[src/hw/rtl/u8sd_pkg.sv]
`default_nettype none

package u8sd_pkg;

  localparam int CP_W   = 21;
  localparam int BYTE_W = 8;
  localparam int LEN_W  = 3;
  localparam int IDX_W  = 2;

  // Replacement register reset value (U+FFFD).
  localparam logic [CP_W-1:0] REPL_RESET = 21'h00FFFD;

  localparam logic [CP_W-1:0] MAX_SCALAR = 21'h10FFFF;
  localparam logic [CP_W-1:0] SURR_LO    = 21'h00D800;
  localparam logic [CP_W-1:0] SURR_HI    = 21'h00DFFF;
  localparam logic [CP_W-1:0] MIN_CP2    = 21'h000080;
  localparam logic [CP_W-1:0] MIN_CP3    = 21'h000800;
  localparam logic [CP_W-1:0] MIN_CP4    = 21'h010000;

  // Sequence lengths; LEN_NONE means no sequence is pending.
  localparam logic [LEN_W-1:0] LEN_NONE = 3'd0;
  localparam logic [LEN_W-1:0] LEN_ONE  = 3'd1;
  localparam logic [LEN_W-1:0] LEN_2    = 3'd2;
  localparam logic [LEN_W-1:0] LEN_3    = 3'd3;
  localparam logic [LEN_W-1:0] LEN_4    = 3'd4;

  // Results caused by one byte. Results past the second are always
  // replacements. A result flagged rep takes the replacement register at
  // the time it leaves the block.
  typedef struct packed {
    logic [LEN_W-1:0] cnt;
    logic [CP_W-1:0]  cp0;
    logic             rep0;
    logic [CP_W-1:0]  cp1;
    logic             rep1;
  } u8sd_bundle_t;

  typedef struct packed {
    logic             emit;
    logic             rep;
    logic [CP_W-1:0]  cp;
    logic [LEN_W-1:0] len;
    logic [CP_W-1:0]  partial;
  } u8sd_lead_t;

  // Handles a byte that arrives with no sequence pending.
  function automatic u8sd_lead_t lead_decode(input logic [BYTE_W-1:0] b);
    u8sd_lead_t l;
    l = '0;
    if (b == '0) begin
      l.emit = 1'b0;
    end else if (!b[7]) begin
      l.emit = 1'b1;
      l.cp   = {{(CP_W-BYTE_W){1'b0}}, b};
    end else if (b[7:5] == 3'b110) begin
      l.len     = LEN_2;
      l.partial = {{(CP_W-5){1'b0}}, b[4:0]};
    end else if (b[7:4] == 4'b1110) begin
      l.len     = LEN_3;
      l.partial = {{(CP_W-4){1'b0}}, b[3:0]};
    end else if (b[7:3] == 5'b11110) begin
      l.len     = LEN_4;
      l.partial = {{(CP_W-3){1'b0}}, b[2:0]};
    end else begin
      l.emit = 1'b1;
      l.rep  = 1'b1;
    end
    return l;
  endfunction

endpackage

`default_nettype wire

[src/hw/rtl/u8sd_byte_if.sv]
`default_nettype none

interface u8sd_byte_if;
  import u8sd_pkg::*;

  logic              valid;
  logic              ready;
  logic [BYTE_W-1:0] text_byte;

  modport source (output valid, output text_byte, input ready);
  modport sink   (input valid, input text_byte, output ready);
endinterface

`default_nettype wire

[src/hw/rtl/u8sd_cp_if.sv]
`default_nettype none

interface u8sd_cp_if;
  import u8sd_pkg::*;

  logic            valid;
  logic            ready;
  logic [CP_W-1:0] code_point;
  logic            is_replacement;
  logic            last_of_run;

  modport source (output valid, output code_point, output is_replacement,
                  output last_of_run, input ready);
  modport sink   (input valid, input code_point, input is_replacement,
                  input last_of_run, output ready);
endinterface

`default_nettype wire

[src/hw/rtl/u8sd_decode.sv]
`default_nettype none

// Sequence state and the per-byte decode into a result bundle.
module u8sd_decode (
  input  logic                      clk,
  input  logic                      rst_n,
  input  logic                      in_fire,
  input  logic [u8sd_pkg::BYTE_W-1:0] in_data,
  output u8sd_pkg::u8sd_bundle_t    bundle
);
  import u8sd_pkg::*;

  logic [CP_W-1:0]  partial_r, partial_nxt;
  logic [LEN_W-1:0] exp_len_r, exp_len_nxt;
  logic [LEN_W-1:0] rcvd_r, rcvd_nxt;

  u8sd_lead_t       lead;
  logic [CP_W-1:0]  cp_full;
  logic [LEN_W-1:0] rcvd_inc;
  logic             is_cont;
  logic             overlong;
  logic             bad;

  always_comb begin
    lead     = lead_decode(in_data);
    is_cont  = (in_data[7:6] == 2'b10);
    cp_full  = {partial_r[CP_W-7:0], in_data[5:0]};
    rcvd_inc = rcvd_r + LEN_ONE;
    overlong = ((exp_len_r == LEN_2) && (cp_full < MIN_CP2)) ||
               ((exp_len_r == LEN_3) && (cp_full < MIN_CP3)) ||
               ((exp_len_r == LEN_4) && (cp_full < MIN_CP4));
    bad      = overlong || ((cp_full >= SURR_LO) && (cp_full <= SURR_HI)) ||
               (cp_full > MAX_SCALAR);

    bundle      = '0;
    partial_nxt = partial_r;
    exp_len_nxt = exp_len_r;
    rcvd_nxt    = rcvd_r;

    if (exp_len_r == LEN_NONE) begin
      bundle.cnt  = {{(LEN_W-1){1'b0}}, lead.emit};
      bundle.cp0  = lead.cp;
      bundle.rep0 = lead.rep;
      partial_nxt = lead.partial;
      exp_len_nxt = lead.len;
      rcvd_nxt    = (lead.len == LEN_NONE) ? LEN_NONE : LEN_ONE;
    end else if (is_cont) begin
      if (rcvd_inc >= exp_len_r) begin
        partial_nxt = '0;
        exp_len_nxt = LEN_NONE;
        rcvd_nxt    = LEN_NONE;
        if (bad) begin
          // One replacement for every byte of the rejected sequence.
          bundle.cnt  = exp_len_r;
          bundle.rep0 = 1'b1;
          bundle.rep1 = 1'b1;
        end else begin
          bundle.cnt = LEN_ONE;
          bundle.cp0 = cp_full;
        end
      end else begin
        partial_nxt = cp_full;
        rcvd_nxt    = rcvd_inc;
      end
    end else begin
      // Broken sequence: one replacement, then the byte starts over as a lead.
      bundle.cnt  = LEN_ONE + {{(LEN_W-1){1'b0}}, lead.emit};
      bundle.rep0 = 1'b1;
      bundle.cp1  = lead.cp;
      bundle.rep1 = lead.rep;
      partial_nxt = lead.partial;
      exp_len_nxt = lead.len;
      rcvd_nxt    = (lead.len == LEN_NONE) ? LEN_NONE : LEN_ONE;
    end
  end

  always_ff @(posedge clk) begin
    if (!rst_n) begin
      partial_r <= '0;
      exp_len_r <= LEN_NONE;
      rcvd_r    <= LEN_NONE;
    end else if (in_fire) begin
      partial_r <= partial_nxt;
      exp_len_r <= exp_len_nxt;
      rcvd_r    <= rcvd_nxt;
    end
  end

endmodule

`default_nettype wire

[src/hw/rtl/u8sd_serializer.sv]
`default_nettype none

// Two-entry queue of result bundles, unrolled one result per cycle while out_cp is ready.
module u8sd_serializer (
  input  logic                     clk,
  input  logic                     rst_n,
  input  logic                     push,
  input  u8sd_pkg::u8sd_bundle_t   bundle,
  input  logic [u8sd_pkg::CP_W-1:0] repl_value,
  output logic                     space,
  u8sd_cp_if.source                out_cp
);
  import u8sd_pkg::*;

  u8sd_bundle_t     q_r [2];
  logic             wr_ptr_r;
  logic             rd_ptr_r;
  logic [1:0]       fill_r, fill_nxt;
  logic [IDX_W-1:0] idx_r;

  u8sd_bundle_t     head;
  logic             is_last;
  logic             pop;

  always_comb begin
    head    = q_r[rd_ptr_r];
    is_last = ({1'b0, idx_r} == (head.cnt - LEN_ONE));
    pop     = out_cp.valid && out_cp.ready && is_last;
    space   = (fill_r != 2'd2);

    out_cp.valid       = (fill_r != 2'd0);
    out_cp.last_of_run = is_last;
    case (idx_r)
      2'd0: begin
        out_cp.is_replacement = head.rep0;
        out_cp.code_point     = head.rep0 ? repl_value : head.cp0;
      end
      2'd1: begin
        out_cp.is_replacement = head.rep1;
        out_cp.code_point     = head.rep1 ? repl_value : head.cp1;
      end
      default: begin
        out_cp.is_replacement = 1'b1;
        out_cp.code_point     = repl_value;
      end
    endcase

    fill_nxt = fill_r;
    if (push && !pop) begin
      fill_nxt = fill_r + 2'd1;
    end else if (pop && !push) begin
      fill_nxt = fill_r - 2'd1;
    end
  end

  always_ff @(posedge clk) begin
    if (push) begin
      q_r[wr_ptr_r] <= bundle;
    end
  end

  always_ff @(posedge clk) begin
    if (!rst_n) begin
      wr_ptr_r <= 1'b0;
      rd_ptr_r <= 1'b0;
      fill_r   <= 2'd0;
      idx_r    <= '0;
    end else begin
      fill_r <= fill_nxt;
      if (push) begin
        wr_ptr_r <= ~wr_ptr_r;
      end
      if (pop) begin
        rd_ptr_r <= ~rd_ptr_r;
        idx_r    <= '0;
      end else if (out_cp.valid && out_cp.ready) begin
        idx_r <= idx_r + 2'd1;
      end
    end
  end

endmodule

`default_nettype wire

[src/hw/rtl/utf8_stream_decoder_core.sv]
`default_nettype none

// Streaming UTF-8 decoder. Bytes enter on in_byte, one request per byte, and
// decoded code points leave on out_cp, one request per code point. Each byte
// is decoded in the cycle it is accepted: a sequence register holds the
// partial value, the expected length and the byte count, and the results the
// byte causes (zero to four) are written as one bundle into a two-entry
// result queue. The queue plays them out one per cycle while out_cp is ready,
// and the last result of each byte carries last_of_run. A byte is accepted
// whenever the queue has a free entry, so the input keeps moving while a
// result waits on the output. Throughput is one byte per cycle as long as
// each byte produces at most one result and out_cp is ready; a byte producing
// k results holds the output until all k have left, and the output port, at
// one result per cycle, is what limits the rate then. Results are registered
// in the queue before they leave. Malformed input (a stray continuation byte,
// a byte of 0xF8 or above, a broken or truncated sequence) gives one
// replacement result; an overlong, surrogate or out-of-range sequence gives
// one replacement per byte it held. A zero byte ends the text and flushes a
// pending sequence as one replacement. The replacement value comes from the
// cfg register (reset U+FFFD), is emitted exactly as written, and is read as
// results leave, so it is to be written only while the block is idle.
module utf8_stream_decoder_core (
  input  logic                        clk,
  input  logic                        rst_n,
  u8sd_byte_if.sink                   in_byte,
  u8sd_cp_if.source                   out_cp,
  input  logic                        cfg_we,
  input  logic [u8sd_pkg::CP_W-1:0]   cfg_data
);
  import u8sd_pkg::*;

  logic [CP_W-1:0] repl_r;
  logic            in_fire;
  logic            space;
  u8sd_bundle_t    bundle;

  // A byte is taken whenever the result queue has room for its bundle.
  assign in_byte.ready = space;
  assign in_fire       = in_byte.valid && space;

  always_ff @(posedge clk) begin
    if (!rst_n) begin
      repl_r <= REPL_RESET;
    end else if (cfg_we) begin
      repl_r <= cfg_data;
    end
  end

  u8sd_decode u_decode (
    .clk     (clk),
    .rst_n   (rst_n),
    .in_fire (in_fire),
    .in_data (in_byte.text_byte),
    .bundle  (bundle)
  );

  // Bytes that cause no result (lead bytes, inner continuation bytes and a
  // zero byte with nothing pending) only update the sequence state.
  u8sd_serializer u_serializer (
    .clk        (clk),
    .rst_n      (rst_n),
    .push       (in_fire && (bundle.cnt != LEN_NONE)),
    .bundle     (bundle),
    .repl_value (repl_r),
    .space      (space),
    .out_cp     (out_cp)
  );

endmodule

`default_nettype wire
[src/flat_wrapper.sv]
// flat-port wrapper written by rule: the top's interface ports become plain ports
module utf8_stream_decoder_core_flat import u8sd_pkg::*;
  (clk, rst_n, cfg_we, cfg_data, in_byte_valid, in_byte_text_byte, in_byte_ready, out_cp_valid, out_cp_code_point, out_cp_is_replacement, out_cp_last_of_run, out_cp_ready);
  u8sd_byte_if in_byte_i ();
  u8sd_cp_if out_cp_i ();
  input  logic clk;
  input  logic rst_n;
  input  logic cfg_we;
  input  logic [u8sd_pkg::CP_W-1:0] cfg_data;
  input wire logic [$bits(in_byte_i.valid)-1:0] in_byte_valid;
  input wire logic [$bits(in_byte_i.text_byte)-1:0] in_byte_text_byte;
  output wire logic [$bits(in_byte_i.ready)-1:0] in_byte_ready;
  output wire logic [$bits(out_cp_i.valid)-1:0] out_cp_valid;
  output wire logic [$bits(out_cp_i.code_point)-1:0] out_cp_code_point;
  output wire logic [$bits(out_cp_i.is_replacement)-1:0] out_cp_is_replacement;
  output wire logic [$bits(out_cp_i.last_of_run)-1:0] out_cp_last_of_run;
  input wire logic [$bits(out_cp_i.ready)-1:0] out_cp_ready;
  assign in_byte_i.valid = in_byte_valid;
  assign in_byte_i.text_byte = in_byte_text_byte;
  assign in_byte_ready = in_byte_i.ready;
  assign out_cp_valid = out_cp_i.valid;
  assign out_cp_code_point = out_cp_i.code_point;
  assign out_cp_is_replacement = out_cp_i.is_replacement;
  assign out_cp_last_of_run = out_cp_i.last_of_run;
  assign out_cp_i.ready = out_cp_ready;
  utf8_stream_decoder_core u_core (.clk(clk), .rst_n(rst_n), .in_byte(in_byte_i), .out_cp(out_cp_i), .cfg_we(cfg_we), .cfg_data(cfg_data));
endmodule
[config.mk]
export PLATFORM = sky130hd
export DESIGN_NAME = utf8_stream_decoder_core_flat
export DESIGN_NICKNAME = d
export VERILOG_FILES = /design/src/hw/rtl/u8sd_pkg.sv /design/src/hw/rtl/u8sd_byte_if.sv /design/src/hw/rtl/u8sd_cp_if.sv /design/src/hw/rtl/u8sd_decode.sv /design/src/hw/rtl/u8sd_serializer.sv /design/src/hw/rtl/utf8_stream_decoder_core.sv /design/src/flat_wrapper.sv
export SDC_FILE = /design/constraint.sdc
export NUM_CORES = 1
export LEC_CHECK = 0
export ABC_AREA = 1
export BUFFER_PORTS_ARGS = -buffer_cell sky130_fd_sc_hd__buf_2
export CELL_PAD_IN_SITES_DETAIL_PLACEMENT = 1
export CELL_PAD_IN_SITES_GLOBAL_PLACEMENT = 2
export CORE_MARGIN = 2
export CORE_UTILIZATION = 37
export DETAILED_ROUTE_END_ITERATION = 8
export PLACE_DENSITY = 0.89
export SLEW_MARGIN = 20
export SYNTH_ARGS = -nofsm -noshare
export SYNTH_HDL_FRONTEND = slang
export SYNTH_SLANG_ARGS = --single-unit
[constraint.sdc]
create_clock -name clk -period 4.5 [get_ports clk]
set_input_delay 0 -clock clk [delete_from_list [all_inputs] [get_ports clk]]
set_output_delay 0 -clock clk [all_outputs]
set_load 0.02 [all_outputs]
==> results of run 1 <==
[routing by layer]
metal,vias up,track usage (%),share of wire (%)
li1,2020,-,-
met1,2016,23.0,43
met2,80,34.3,52
met3,13,4.28,4.0
met4,0,8.19,1.3
met5,-,0,0
[where the power goes]
| group | total, uW | switching [uW] | internal, uW |
|---|---|---|---|
| registers | 1320 | 59.6 | 1260 |
| clock network | 1410 | 491 | 919 |
| logic | 979 | 674 | 305 |
| total | 3710 | 1220 | 2490 |
[cells by family (layout without fill, tap and decap cells)]
family | Yosys count | after routing | synth area share [%]
AO/OA/AOI/OAI | 80 | 80 | 10.2
adder cells (fa/ha/maj) | 8 | 8 | 1.93
buffers and inverters | 66 | 168 | 5.37
multiplexers | 25 | 25 | 4.82
XOR/XNOR | 6 | 6 | 1.01
flip-flops | 115 | 115 | 57.0
AND/OR/NAND/NOR | 243 | 243 | 19.7
[state kept, by name, summed over array words and instances (netlist names), named ones only]
| name | cells |
|---|---|
| u_core.u_serializer.wr_ptr_r | 1 |
| u_core.u_serializer.fill_r | 2 |
| u_core.u_serializer.idx_r | 2 |
| u_core.u_decode.partial_r | 15 |
| u_core.repl_r | 21 |
| u_core.u_decode.exp_len_r | 3 |
| u_core.u_serializer.q_r | 66 |
| u_core.u_serializer.rd_ptr_r | 1 |
| u_core.u_decode.rcvd_r | 3 |
[cell usage after synthesis]
cell type and number:
buf_2 7, o21ai_0 39, a21oi_2 1, nor3_2 1, nor2_2 2, buf_4 2
nand3_2 3, a211oi_1 7, clkbuf_1 10, o21a_1 1, o21ai_2 1, xnor2_1 3
nand2_1 132, mux2i_1 25, nand3_1 22, a2111oi_0 2, nand2_2 3, a2111oi_4 3
o22ai_1 1, dfxtp_1 49, a21oi_1 16, nand4_1 3, ha_1 8, nor2_4 1
nor2_1 64, inv_2 3, o211ai_1 8, and2_2 1, a2111oi_1 1, buf_6 2
inv_1 39, nor3_4 1, xor2_1 3, nor3_1 10, edfxtp_1 66, clkinv_1 1
buf_1 2
[worst paths after layout]
check                                               from                                         end  slack [ns]  cells after the start
setup / recovery  u_core.u_decode.rcvd_r[0]$_SDFFE_PN0P_  u_core.u_serializer.fill_r[1]$_SDFFE_PN0P_        1.50                     19
hold / removal                      in_byte_text_byte[6]     u_core.u_serializer.q_r[0][7]$_DFFE_PP_        0.03                      3
setup reg to reg  u_core.u_decode.rcvd_r[0]$_SDFFE_PN0P_  u_core.u_serializer.fill_r[1]$_SDFFE_PN0P_        1.50                     19
hold reg to reg           u_core.repl_r[12]$_SDFFE_PN1P_              u_core.repl_r[12]$_SDFFE_PN1P_        0.46                      2
[cell type report]
class                      instances  area, um2  area share (%)
clock buffer                      17        425            6.50
clock inverter                    15        190            2.91
inverter                          43        161            2.47
multi-input combinational        362       1960            29.9
sequential                       115       2960            45.3
tap                              180        225            3.44
timing repair buffer              93        626            9.56
[through the flow]
stage / hold slack [ns] / setup slack, ns / total power, uW / cell area [um2] / std cells
2_1_floorplan: 0.122 / 0.836 / 1980 / 5190 / 543
3_3_place_gp: 0.213 / 1.61 / 2270 / 5640 / 764
3_5_place_dp: 0.225 / 1.48 / 2310 / 5640 / 764
4_1_cts: 0.00265 / 1.47 / 3740 / 6550 / 825
5_1_grt: 0.0342 / 1.15 / 3900 / 6550 / 825
6_report: 0.0294 / 1.50 / 3710 / 6550 / 825
[worst max-delay path, delay by kind of cell (launching register included)]
kind / cells / cell delay [ns]
buffers and inverters: 4 / 0.26
AOI/OAI and AO/OA: 7 / 0.89
and+or+nand+nor: 4 / 0.34
adders and majority gates: 3 / 0.88
DFF: 1 / 0.34
xor gates and xnor gates: 1 / 0.17
==> reports/metrics.csv, run 1 <==
stage,metric,value,unit
synthesis,synth-seq-cells,115,
detailed_routing,finalWirelength,13.7,mm
floorplanning,initial_core_util,37.7,%
layout,final_common_cell,nand2_1,
synthesis,yosysSeqAreaShare,57.0,%
floorplanning,fp.dieArea,0.0150,mm2
timing,tns,0,ns
setup_path,crit_type,flop to flop,
clock_tree,cts_tree,yes,
setup_path,cp.required,4.80,ns
placement,port_buffers,58,
floorplanning,die_w,122,um
power_and_ir_drop,peakVddDrop,0.274,mV
timing,hold_violations,0,
setup_path,worstPathArrival,3.30,ns
setup_path,cp-end-kind,flop,
synthesis,synth_area,0.00519,mm2
clock_tree,cts_hold_buf,29,
detailed_routing,vias,4129,
synthesis,syn_avg_cell_area,9.57,um2
layout,final_cell_mix,"nand2_1, edfxtp_1, nor2_1",
synthesis,yosys.area.top_type,edfxtp_1,
status,outcome,"complete, no violations",
synthesis,synth_cells,543,
floorplanning,rows,43,
job,maxCapViolCount,0,
timing,finalCritPeriodShare,66.7,%
clock_tree,clock-root-buffer,clkbuf_16,
setup_path,cpMostUsedCell,inv_1,
placement,routabilityCongestion,0.792,
layout,final_util,47.5,%
synthesis,synth_top_area_share,38.2,%
timing,fmax,0.333,GHz
setup_path,cp_max_fo,5,
grt,globalRoute.totalOverflow,0,
synthesis,ys_types,37,
layout,antenna_cells,0,
clock_tree,ctsLongestPathBuffers,2,
layout,nets,674,
setup_path,start_kind,flop,
grt,grt_pass1_wl,22.1,mm
grt,antenna_found_initial,0,
detailed_routing,drtAntennaViolNets,0,
clock_tree,cts_setup_buffers,0,
timing,finalMaxSlewViolations,0,
timing,setup_viol_count_final,0,
layout,drive_gt1_share,17.8,%
detailed_routing,drtIter0Drc,176,
clock_tree,clkLatencyLatePin,0.42,ns
floorplanning,die_y,122,um
clock_tree,clock_sinks,115,
layout,area_delta_synth_final,26.0,%
power_and_ir_drop,p_leak,0.00263,uW
grt,track_usage,19.5,%
synthesis,synth_fp_nets,585,
timing,slew_headroom,48.6,%
worst_hold_path,hold_path_class,primary input to flop,
setup_path,slowest_stage,dfxtp_1,
clock_tree,cts_buffers,17,
clock_tree,ctsResizeCount,0,
timing,layout_min_cycle_time,3.00,ns
layout,fill_cells,1581,
floorplanning,pin_count,59,
clock_tree,h-tree-depth,4,
placement,hpwl,9.00,mm
synthesis,synthTopCellsByArea,"edfxtp_1, dfxtp_1, nand2_1",
grt,grt_pass1_vias,4440,
detailed_routing,routedWlPerCell,16.6,um
detailed_routing,drc_errors,0,
timing,fin_skew,0.00792,ns
power_and_ir_drop,power_density,567,mW/mm2
setup_path,max_stage_delay,0.34,ns
detailed_routing,viasPerCell,5.00,
detailed_routing,drtPass1Iterations,4,
timing,rsz0062_at_grt,false,
timing,tightestPinTransition,0.769,ns
floorplanning,core_area,0.0138,mm2
grt,grt_max_degree,37,
clock_tree,cts.clk_slew.worst_paths,0.06,ns
synthesis,yosysWarnings,0,
setup_path,crit_chain,"ha_1, xnor2_1, inv_1, ha_1, a21oi_1, o211ai_1, nand2_1, inv_1, nand3_1, inv_1, a21oi_2, nand2_2, nand2_1, inv_1, ha_1, a21oi_1, o21ai_0, o21ai_0, a21oi_1",
No activity file was read; power rests on OpenSTA's default activity.
==> inputs of run 2 (changes only) <==
==> constraint.sdc (replaced) <==
create_clock -name clk -period 2.78 [get_ports clk]
set_input_delay 0 -clock clk [delete_from_list [all_inputs] [get_ports clk]]
set_output_delay 0 -clock clk [all_outputs]
set_load 0.02 [all_outputs]
==> reports/metrics.csv, run 2 (synthesis gave the netlist of run 1 again) <==
stage,metric,value,unit,change
layout,multi_input_area,0.00208,mm2,+6.6%
worst_hold_path,hold_path_class,primary input to flop,,
layout,final_common_cell,nand2_1,,
clock_tree,clock_sinks,115,,unchanged
layout,stdcell_count,844,,+2.3%
grt,grt_max_degree,36,,-2.7%
timing,rsz0062_at_grt,true,,
setup_path,max_stage_delay,0.33,ns,about the same
layout,nets,692,,+2.7%
timing,setup_viol_count_final,16,,+16
detailed_routing,vias,4323,,+4.7%
job,maxCapViolCount,0,,unchanged
timing,tightestPinTransition,0.766,ns,-0.00328 ns
grt,globalRoute.totalOverflow,0,,unchanged
status,outcome,"finished, violations left",,
power_and_ir_drop,p_leak,0.00274,uW,+4.1%
floorplanning,pin_count,59,,unchanged
layout,top_register,u_core.u_serializer.q_r,,
layout,final_util,50.1,%,+2.5 points
layout,reg_top3,"u_core.u_serializer.q_r x66, u_core.repl_r x21, u_core.u_decode.partial_r x15",,
grt,antenna_found_initial,0,,unchanged
timing,finalCritPeriodShare,100,%,+34 points
layout,largest_reg_flops,66,,unchanged
clock_tree,clock-root-buffer,clkbuf_16,,
layout,final_cell_mix,"nand2_1, edfxtp_1, nor2_1",,
detailed_routing,drtIter0Drc,243,,+38%
timing,finalMaxSlewViolations,0,,unchanged
setup_path,cp.required,2.91,ns,-1.89 ns
setup_path,crit_type,flop to flop,,
layout,drive_gt1_share,24.0,%,+6.2 points
timing,hold_violations,0,,unchanged
timing,fmax,0.358,GHz,+7.4%
detailed_routing,drtPass1Iterations,4,,unchanged
power_and_ir_drop,peakVddDrop,0.479,mV,+75%
layout,area_delta_synth_final,32.8,%,
detailed_routing,viasPerCell,5.12,,+2.3%
floorplanning,die_y,122,um,unchanged
grt,grt_pass1_vias,4612,,+3.9%
setup_path,cpMostUsedCell,inv_2,,
placement,placedCellCount,773,,+1.2%
setup_path,cp_top_family,buffers and inverters,,
grt,track_usage,20.7,%,+1.2 points
setup_path,timing.rr.start,u_core.u_decode.rcvd_r[1]$_SDFFE_PN0P_,,
detailed_routing,drc_errors,0,,unchanged
detailed_routing,drtAntennaViolNets,0,,unchanged
worst_hold_path,min_from,in_byte_text_byte[6],,
placement,dp_slack,-0.172,ns,-1.65 ns
timing,slew_headroom,48.9,%,+0.29 points
floorplanning,fp.dieArea,0.0150,mm2,unchanged
status,violations,setup timing,,
timing,layout_min_cycle_time,2.79,ns,-0.206 ns
worst_hold_path,hold-path-cell-count,3,,unchanged
detailed_routing,routedWlPerCell,17.9,um,+7.9%
detailed_routing,finalWirelength,15.1,mm,+10%
floorplanning,rows,43,,unchanged
layout,regArea,0.00297,mm2,about the same
setup_path,cp_max_fo,8,,+3
placement,hpwl,9.36,mm,+4.0%
timing,worst_slack,-0.0138,ns,-1.51 ns
floorplanning,die_w,122,um,unchanged
setup_path,cp-startpoint,u_core.u_decode.rcvd_r[1]$_SDFFE_PN0P_,,
clock_tree,cts.clk_slew.worst_paths,0.05,ns,about the same
clock_tree,cts_buffers,17,,unchanged
placement,routabilityCongestion,0.787,,-0.58%
setup_path,crit_chain,"ha_4, xnor2_2, inv_2, ha_4, nand2_4, o211ai_1, nand2_1, inv_2, nand3_2, inv_2, a21oi_2, nand2_2, nand2_2, buf_6, nor2_4, buf_12, clkbuf_16",,
floorplanning,initial_core_util,37.7,%,unchanged
clock_tree,ctsLongestPathBuffers,2,,unchanged
clock_tree,h-tree-depth,4,,unchanged
power_and_ir_drop,power_density,899,mW/mm2,+59%
floorplanning,core_area,0.0138,mm2,unchanged
layout,fill_cells,1576,,-0.32%
setup_path,cp.depth,17,,-2
grt,grt_pass1_wl,23.3,mm,+5.5%
setup_path,slowest_stage,dfxtp_2,,
setup_path,cp-end-kind,flop,,
power_and_ir_drop,power,6200,uW,+67%
placement,port_buffers,58,,unchanged
setup_path,start_kind,flop,,
timing,fin_skew,0.00992,ns,+0.00200 ns
setup_path,worstPathArrival,2.92,ns,-0.38 ns
setup_path,rr_worst_depth,17,,-2
clock_tree,clkLatencyLatePin,0.42,ns,about the same
clock_tree,cts_tree,yes,,
setup_path,crit_buf_inv,6,,+2
run 2: stage by stage:
| step | setup TNS, ns | hold WS (ns) | instance area (um2) |
|---|---|---|---|
| 2_1_floorplan | 0 | 0.122 | 5210 |
| 3_3_place_gp | 0 | 0.214 | 5740 |
| 3_5_place_dp | -0.172 | 0.221 | 5740 |
| 4_1_cts | 0 | 0.00676 | 6650 |
| 5_1_grt | -4.23 | 0.0304 | 6890 |
| 6_report | -0.143 | 0.0285 | 6900 |
run 2: where the power goes:
part / leakage, uW / switching, uW / internal (uW)
logic: 0.00142 / 1200 / 676
clock network: 0.000282 / 732 / 1440
registers: 0.00104 / 103 / 2050
run 2: worst reg2reg max path, delay by kind of cell, from the launching register on:
| kind | cells | cell delay, ns |
|---|---|---|
| AND/OR/NAND/NOR | 6 | 0.54 |
| buffers and inverters | 6 | 0.66 |
| flip-flops | 1 | 0.33 |
| adder cells (fa/ha/maj) | 2 | 0.46 |
| XOR/XNOR | 1 | 0.18 |
| AO/OA/AOI/OAI | 2 | 0.32 |
run 2: path summary, 6_finish.rpt:
check                                              to  slack, ns
max reg2reg  u_core.u_serializer.q_r[0][46]$_DFFE_PP_      -0.01
min reg2reg             u_core.repl_r[5]$_SDFFE_PN1P_       0.46
max          u_core.u_serializer.q_r[0][46]$_DFFE_PP_      -0.01
min           u_core.u_serializer.q_r[0][7]$_DFFE_PP_       0.03
run 2: final cells by class:
| type | count | area share, % |
|---|---|---|
| antenna | 1 | 0.0363 |
| clock buffer | 24 | 6.84 |
| clock inverter | 8 | 1.60 |
| inverter | 43 | 2.39 |
| multi-input combinational | 362 | 30.2 |
| sequential | 115 | 43.0 |
| tap | 180 | 3.27 |
| timing repair buffer | 111 | 12.6 |
run 2: what timing repair did:
item | CTS | global route
setup endpoints to repair | 43 | 131
hold buffers | 28 | 0
endpoints found under the hold margin | 30 | 0
pin swaps | 1 | 11
gates resized for setup | 6 | 37
gates cloned | 0 | 4
buffers inserted | 3 | 3
run 2: metal layers:
layer  global-route usage [%]  vias to the layer above  part of all wire (%)
met5                        0                        -                     0
met1                     24.2                     2151                    43
met2                     35.9                       97                    52
met3                     5.20                       19                   3.6
met4                     9.27                        0                   1.6
li1                         -                     2056                     -
==> inputs of run 3 (changes only) <==
--- a/config.mk
+++ b/config.mk
@@ -12,6 +12,7 @@
 export CORE_MARGIN = 2
 export CORE_UTILIZATION = 37
 export DETAILED_ROUTE_END_ITERATION = 8
+export GPL_TIMING_DRIVEN = 0
 export PLACE_DENSITY = 0.89
 export SLEW_MARGIN = 20
 export SYNTH_ARGS = -nofsm -noshare
==> reports/metrics.csv, run 3 (synthesis gave the netlist of run 1 again) <==
stage,metric,value,unit,change
setup_path,cp-startpoint,u_core.u_decode.rcvd_r[0]$_SDFFE_PN0P_,,
timing,setup_viol_count_final,0,,-16
setup_path,start_kind,flop,,
clock_tree,clock_sinks,115,,unchanged
setup_path,cp.required,2.91,ns,about the same
floorplanning,pin_count,59,,unchanged
layout,final_cell_mix,"nand2_1, edfxtp_1, buf_2",,
power_and_ir_drop,peakVddDrop,0.540,mV,+13%
placement,dp_slack,-0.794,ns,-0.622 ns
floorplanning,core_area,0.0138,mm2,unchanged
timing,finalCritPeriodShare,99.0,%,-1.5 points
layout,antenna_cells,0,,-1
setup_path,timing.rr.start,u_core.u_decode.rcvd_r[0]$_SDFFE_PN0P_,,
layout,largest_reg_flops,66,,unchanged
placement,hpwl,9.87,mm,+5.5%
clock_tree,clock-root-buffer,clkbuf_16,,
placement,placedCellCount,780,,+0.91%
setup_path,crit_chain,"ha_4, xnor2_4, inv_2, ha_4, nand2_2, o211ai_1, nand2_1, inv_2, nand3_2, inv_2, a21oi_4, nand2_4, nand2_4, buf_4, nor2_4, clkbuf_16",,
setup_path,max_stage_delay,0.34,ns,about the same
setup_path,cpMostUsedCell,inv_2,,
grt,antenna_found_initial,0,,unchanged
grt,track_usage,22.8,%,+2.1 points
clock_tree,ctsLongestPathBuffers,2,,unchanged
layout,stdcell_count,869,,+3.0%
power_and_ir_drop,power,6370,uW,+2.8%
grt,globalRoute.totalOverflow,0,,unchanged
clock_tree,cts_buffers,17,,unchanged
layout,final_common_cell,nand2_1,,
layout,area_delta_synth_final,36.5,%,
grt,grt_pass1_vias,4842,,+5.0%
power_and_ir_drop,power_density,899,mW/mm2,about the same
floorplanning,initial_core_util,37.7,%,unchanged
layout,final_area,0.00709,mm2,+2.8%
detailed_routing,drtAntennaViolNets,0,,unchanged
placement,placed_area,0.00572,mm2,-0.44%
detailed_routing,drtIter0Drc,344,,+42%
timing,finalMaxSlewViolations,0,,unchanged
status,outcome,"complete, no violations",,
setup_path,cp-end-kind,flop,,
job,maxCapViolCount,0,,unchanged
layout,top_register,u_core.u_serializer.q_r,,
setup_path,crit_type,flop to flop,,
timing,layout_min_cycle_time,2.75,ns,-0.0427 ns
worst_hold_path,hold_path_class,primary input to flop,,
timing,worst_slack,0.0289,ns,+0.0427 ns
setup_path,worstPathArrival,2.88,ns,-0.04 ns
layout,nets,718,,+3.8%
floorplanning,fp.dieArea,0.0150,mm2,unchanged
setup_path,endpoint,u_core.u_serializer.q_r[0][29]$_DFFE_PP_,,
clock_tree,h-tree-depth,4,,unchanged
placement,port_buffers,57,,-1.7%
detailed_routing,finalWirelength,16.6,mm,+10%
setup_path,rrSetupSlack,0.03,ns,+0.04 ns
layout,reg_top3,"u_core.u_serializer.q_r x66, u_core.repl_r x21, u_core.u_decode.partial_r x15",,
timing,fmax,0.363,GHz,+1.6%
detailed_routing,routedWlPerCell,19.1,um,+6.8%
detailed_routing,viasPerCell,5.17,,+0.96%
detailed_routing,drtPass1Iterations,4,,unchanged
power_and_ir_drop,p_leak,0.00284,uW,+3.8%
timing,slew_headroom,49.5,%,+0.66 points
timing,fin_skew,0.00893,ns,-0.000992 ns
layout,drive_gt1_share,24.4,%,+0.40 points
timing,rsz0062_at_grt,true,,
clock_tree,clkLatencyLatePin,0.42,ns,about the same
detailed_routing,drc_errors,0,,unchanged
placement,routabilityCongestion,0.821,,+4.3%
floorplanning,die_y,122,um,unchanged
setup_path,slowest_stage,dfxtp_2,,
grt,grt_pass1_wl,25.6,mm,+9.7%
timing,hold_violations,0,,unchanged
setup_path,r2r-end,u_core.u_serializer.q_r[0][29]$_DFFE_PP_,,
timing,tightestPinTransition,0.757,ns,-0.00909 ns
clock_tree,cts_tree,yes,,
floorplanning,die_w,122,um,unchanged
floorplanning,rows,43,,unchanged
setup_path,rr_worst_depth,16,,-1
clock_tree,cts.clk_slew.worst_paths,0.06,ns,about the same
detailed_routing,vias,4494,,+4.0%
grt,grt_max_degree,17,,-53%
setup_path,cp_max_fo,6,,-2
-- run 3: changes by cell type in the layout (fill, tap and decap cells not counted), moves of 3 or more --
| cell | previous run | this run |
|---|---|---|
| nor3_2 | 5 | 1 |
| nand2_4 | 1 | 4 |
| nor3_1 | 6 | 10 |
| nor2_1 | 60 | 63 |
| clkinv_1 | 5 | 2 |
| clkbuf_1 | 5 | 12 |
| buf_6 | 3 | 6 |
| buf_2 | 58 | 64 |
| clkinv_2 | 1 | 4 |
| nor2_2 | 5 | 2 |
| nand2_2 | 9 | 6 |
| clkinvlp_4 | 1 | 4 |
-- run 3: timing repair --
item	CTS	global route
resized for setup	28	12
hold buffers	30	0
endpoints found under the setup margin	68	68
buffers inserted	20	4
gates cloned	4	1
hold endpoints to repair	31	0
pin swaps	7	13
-- run 3: worst min path at each step --
stage / start / endpoint / slack [ns] / depth (start not counted)
finish: in_byte_text_byte[6] / u_core.u_serializer.q_r[1][7]$_DFFE_PP_ / 0.04 / 3
global route: in_byte_text_byte[6] / u_core.u_serializer.q_r[1][7]$_DFFE_PP_ / 0.03 / 3
CTS: in_byte_text_byte[6] / u_core.u_serializer.q_r[1][7]$_DFFE_PP_ / 0.04 / 3
detailed placement: cfg_data[10] / u_core.repl_r[10]$_SDFFE_PN1P_ / 0.23 / 3
global placement: cfg_data[11] / u_core.repl_r[11]$_SDFFE_PN1P_ / 0.21 / 3
floorplan: cfg_data[0] / u_core.repl_r[0]$_SDFFE_PN1P_ / 0.12 / 2
-- run 3: routing by layer --
| layer | track usage [%] | part of all wire, % | routed length [um] | vias up |
|---|---|---|---|---|
| li1 | - | - | - | 2110 |
| met2 | 41.0 | 51 | 8550 | 142 |
| met1 | 25.4 | 40 | 6730 | 2197 |
| met5 | 0 | 0 | 0 | - |
| met4 | 10.8 | 3.4 | 568 | 0 |
| met3 | 5.07 | 4.8 | 791 | 45 |
-- run 3: power by group --
part           internal, uW  total, uW  switching, uW
registers              2050       2160            111
logic                   689       1950           1260
clock network          1510       2270            761
total                  4250       6370           2130
-- run 3: final cells by class --
class	count	area, um2
Buffer	22	114
Clock buffer	21	450
Clock inverter	11	159
Fill cell	1540	6680
Inverter	43	165
Multi-Input combinational cell	363	2100
Sequential cell	115	2970
Tap cell	180	225
Timing Repair Buffer	113	903
Timing Repair inverter	1	7.51
-- run 3: worst max-delay path: cells and delay by family (launching register included) --
kind | cells | cell delay [ns]
buf+inv | 5 | 0.63
simple gates | 6 | 0.59
fa+ha+maj | 2 | 0.45
flops | 1 | 0.34
compound gates | 2 | 0.29
xor+xnor | 1 | 0.15
-- run 3: stage by stage --
| stage | TNS (ns) | utilization, % | hold WS, ns |
|---|---|---|---|
| after floorplan | 0 | - | 0.122 |
| after global placement | -34.45 | 41.5 | 0.213 |
| after detailed placement | -46.34 | 41.5 | 0.225 |
| after CTS | -0.0387 | 50.8 | 0.0375 |
| after global routing | -1.15 | 51.5 | 0.0304 |
| final | 0 | 51.5 | 0.0372 |
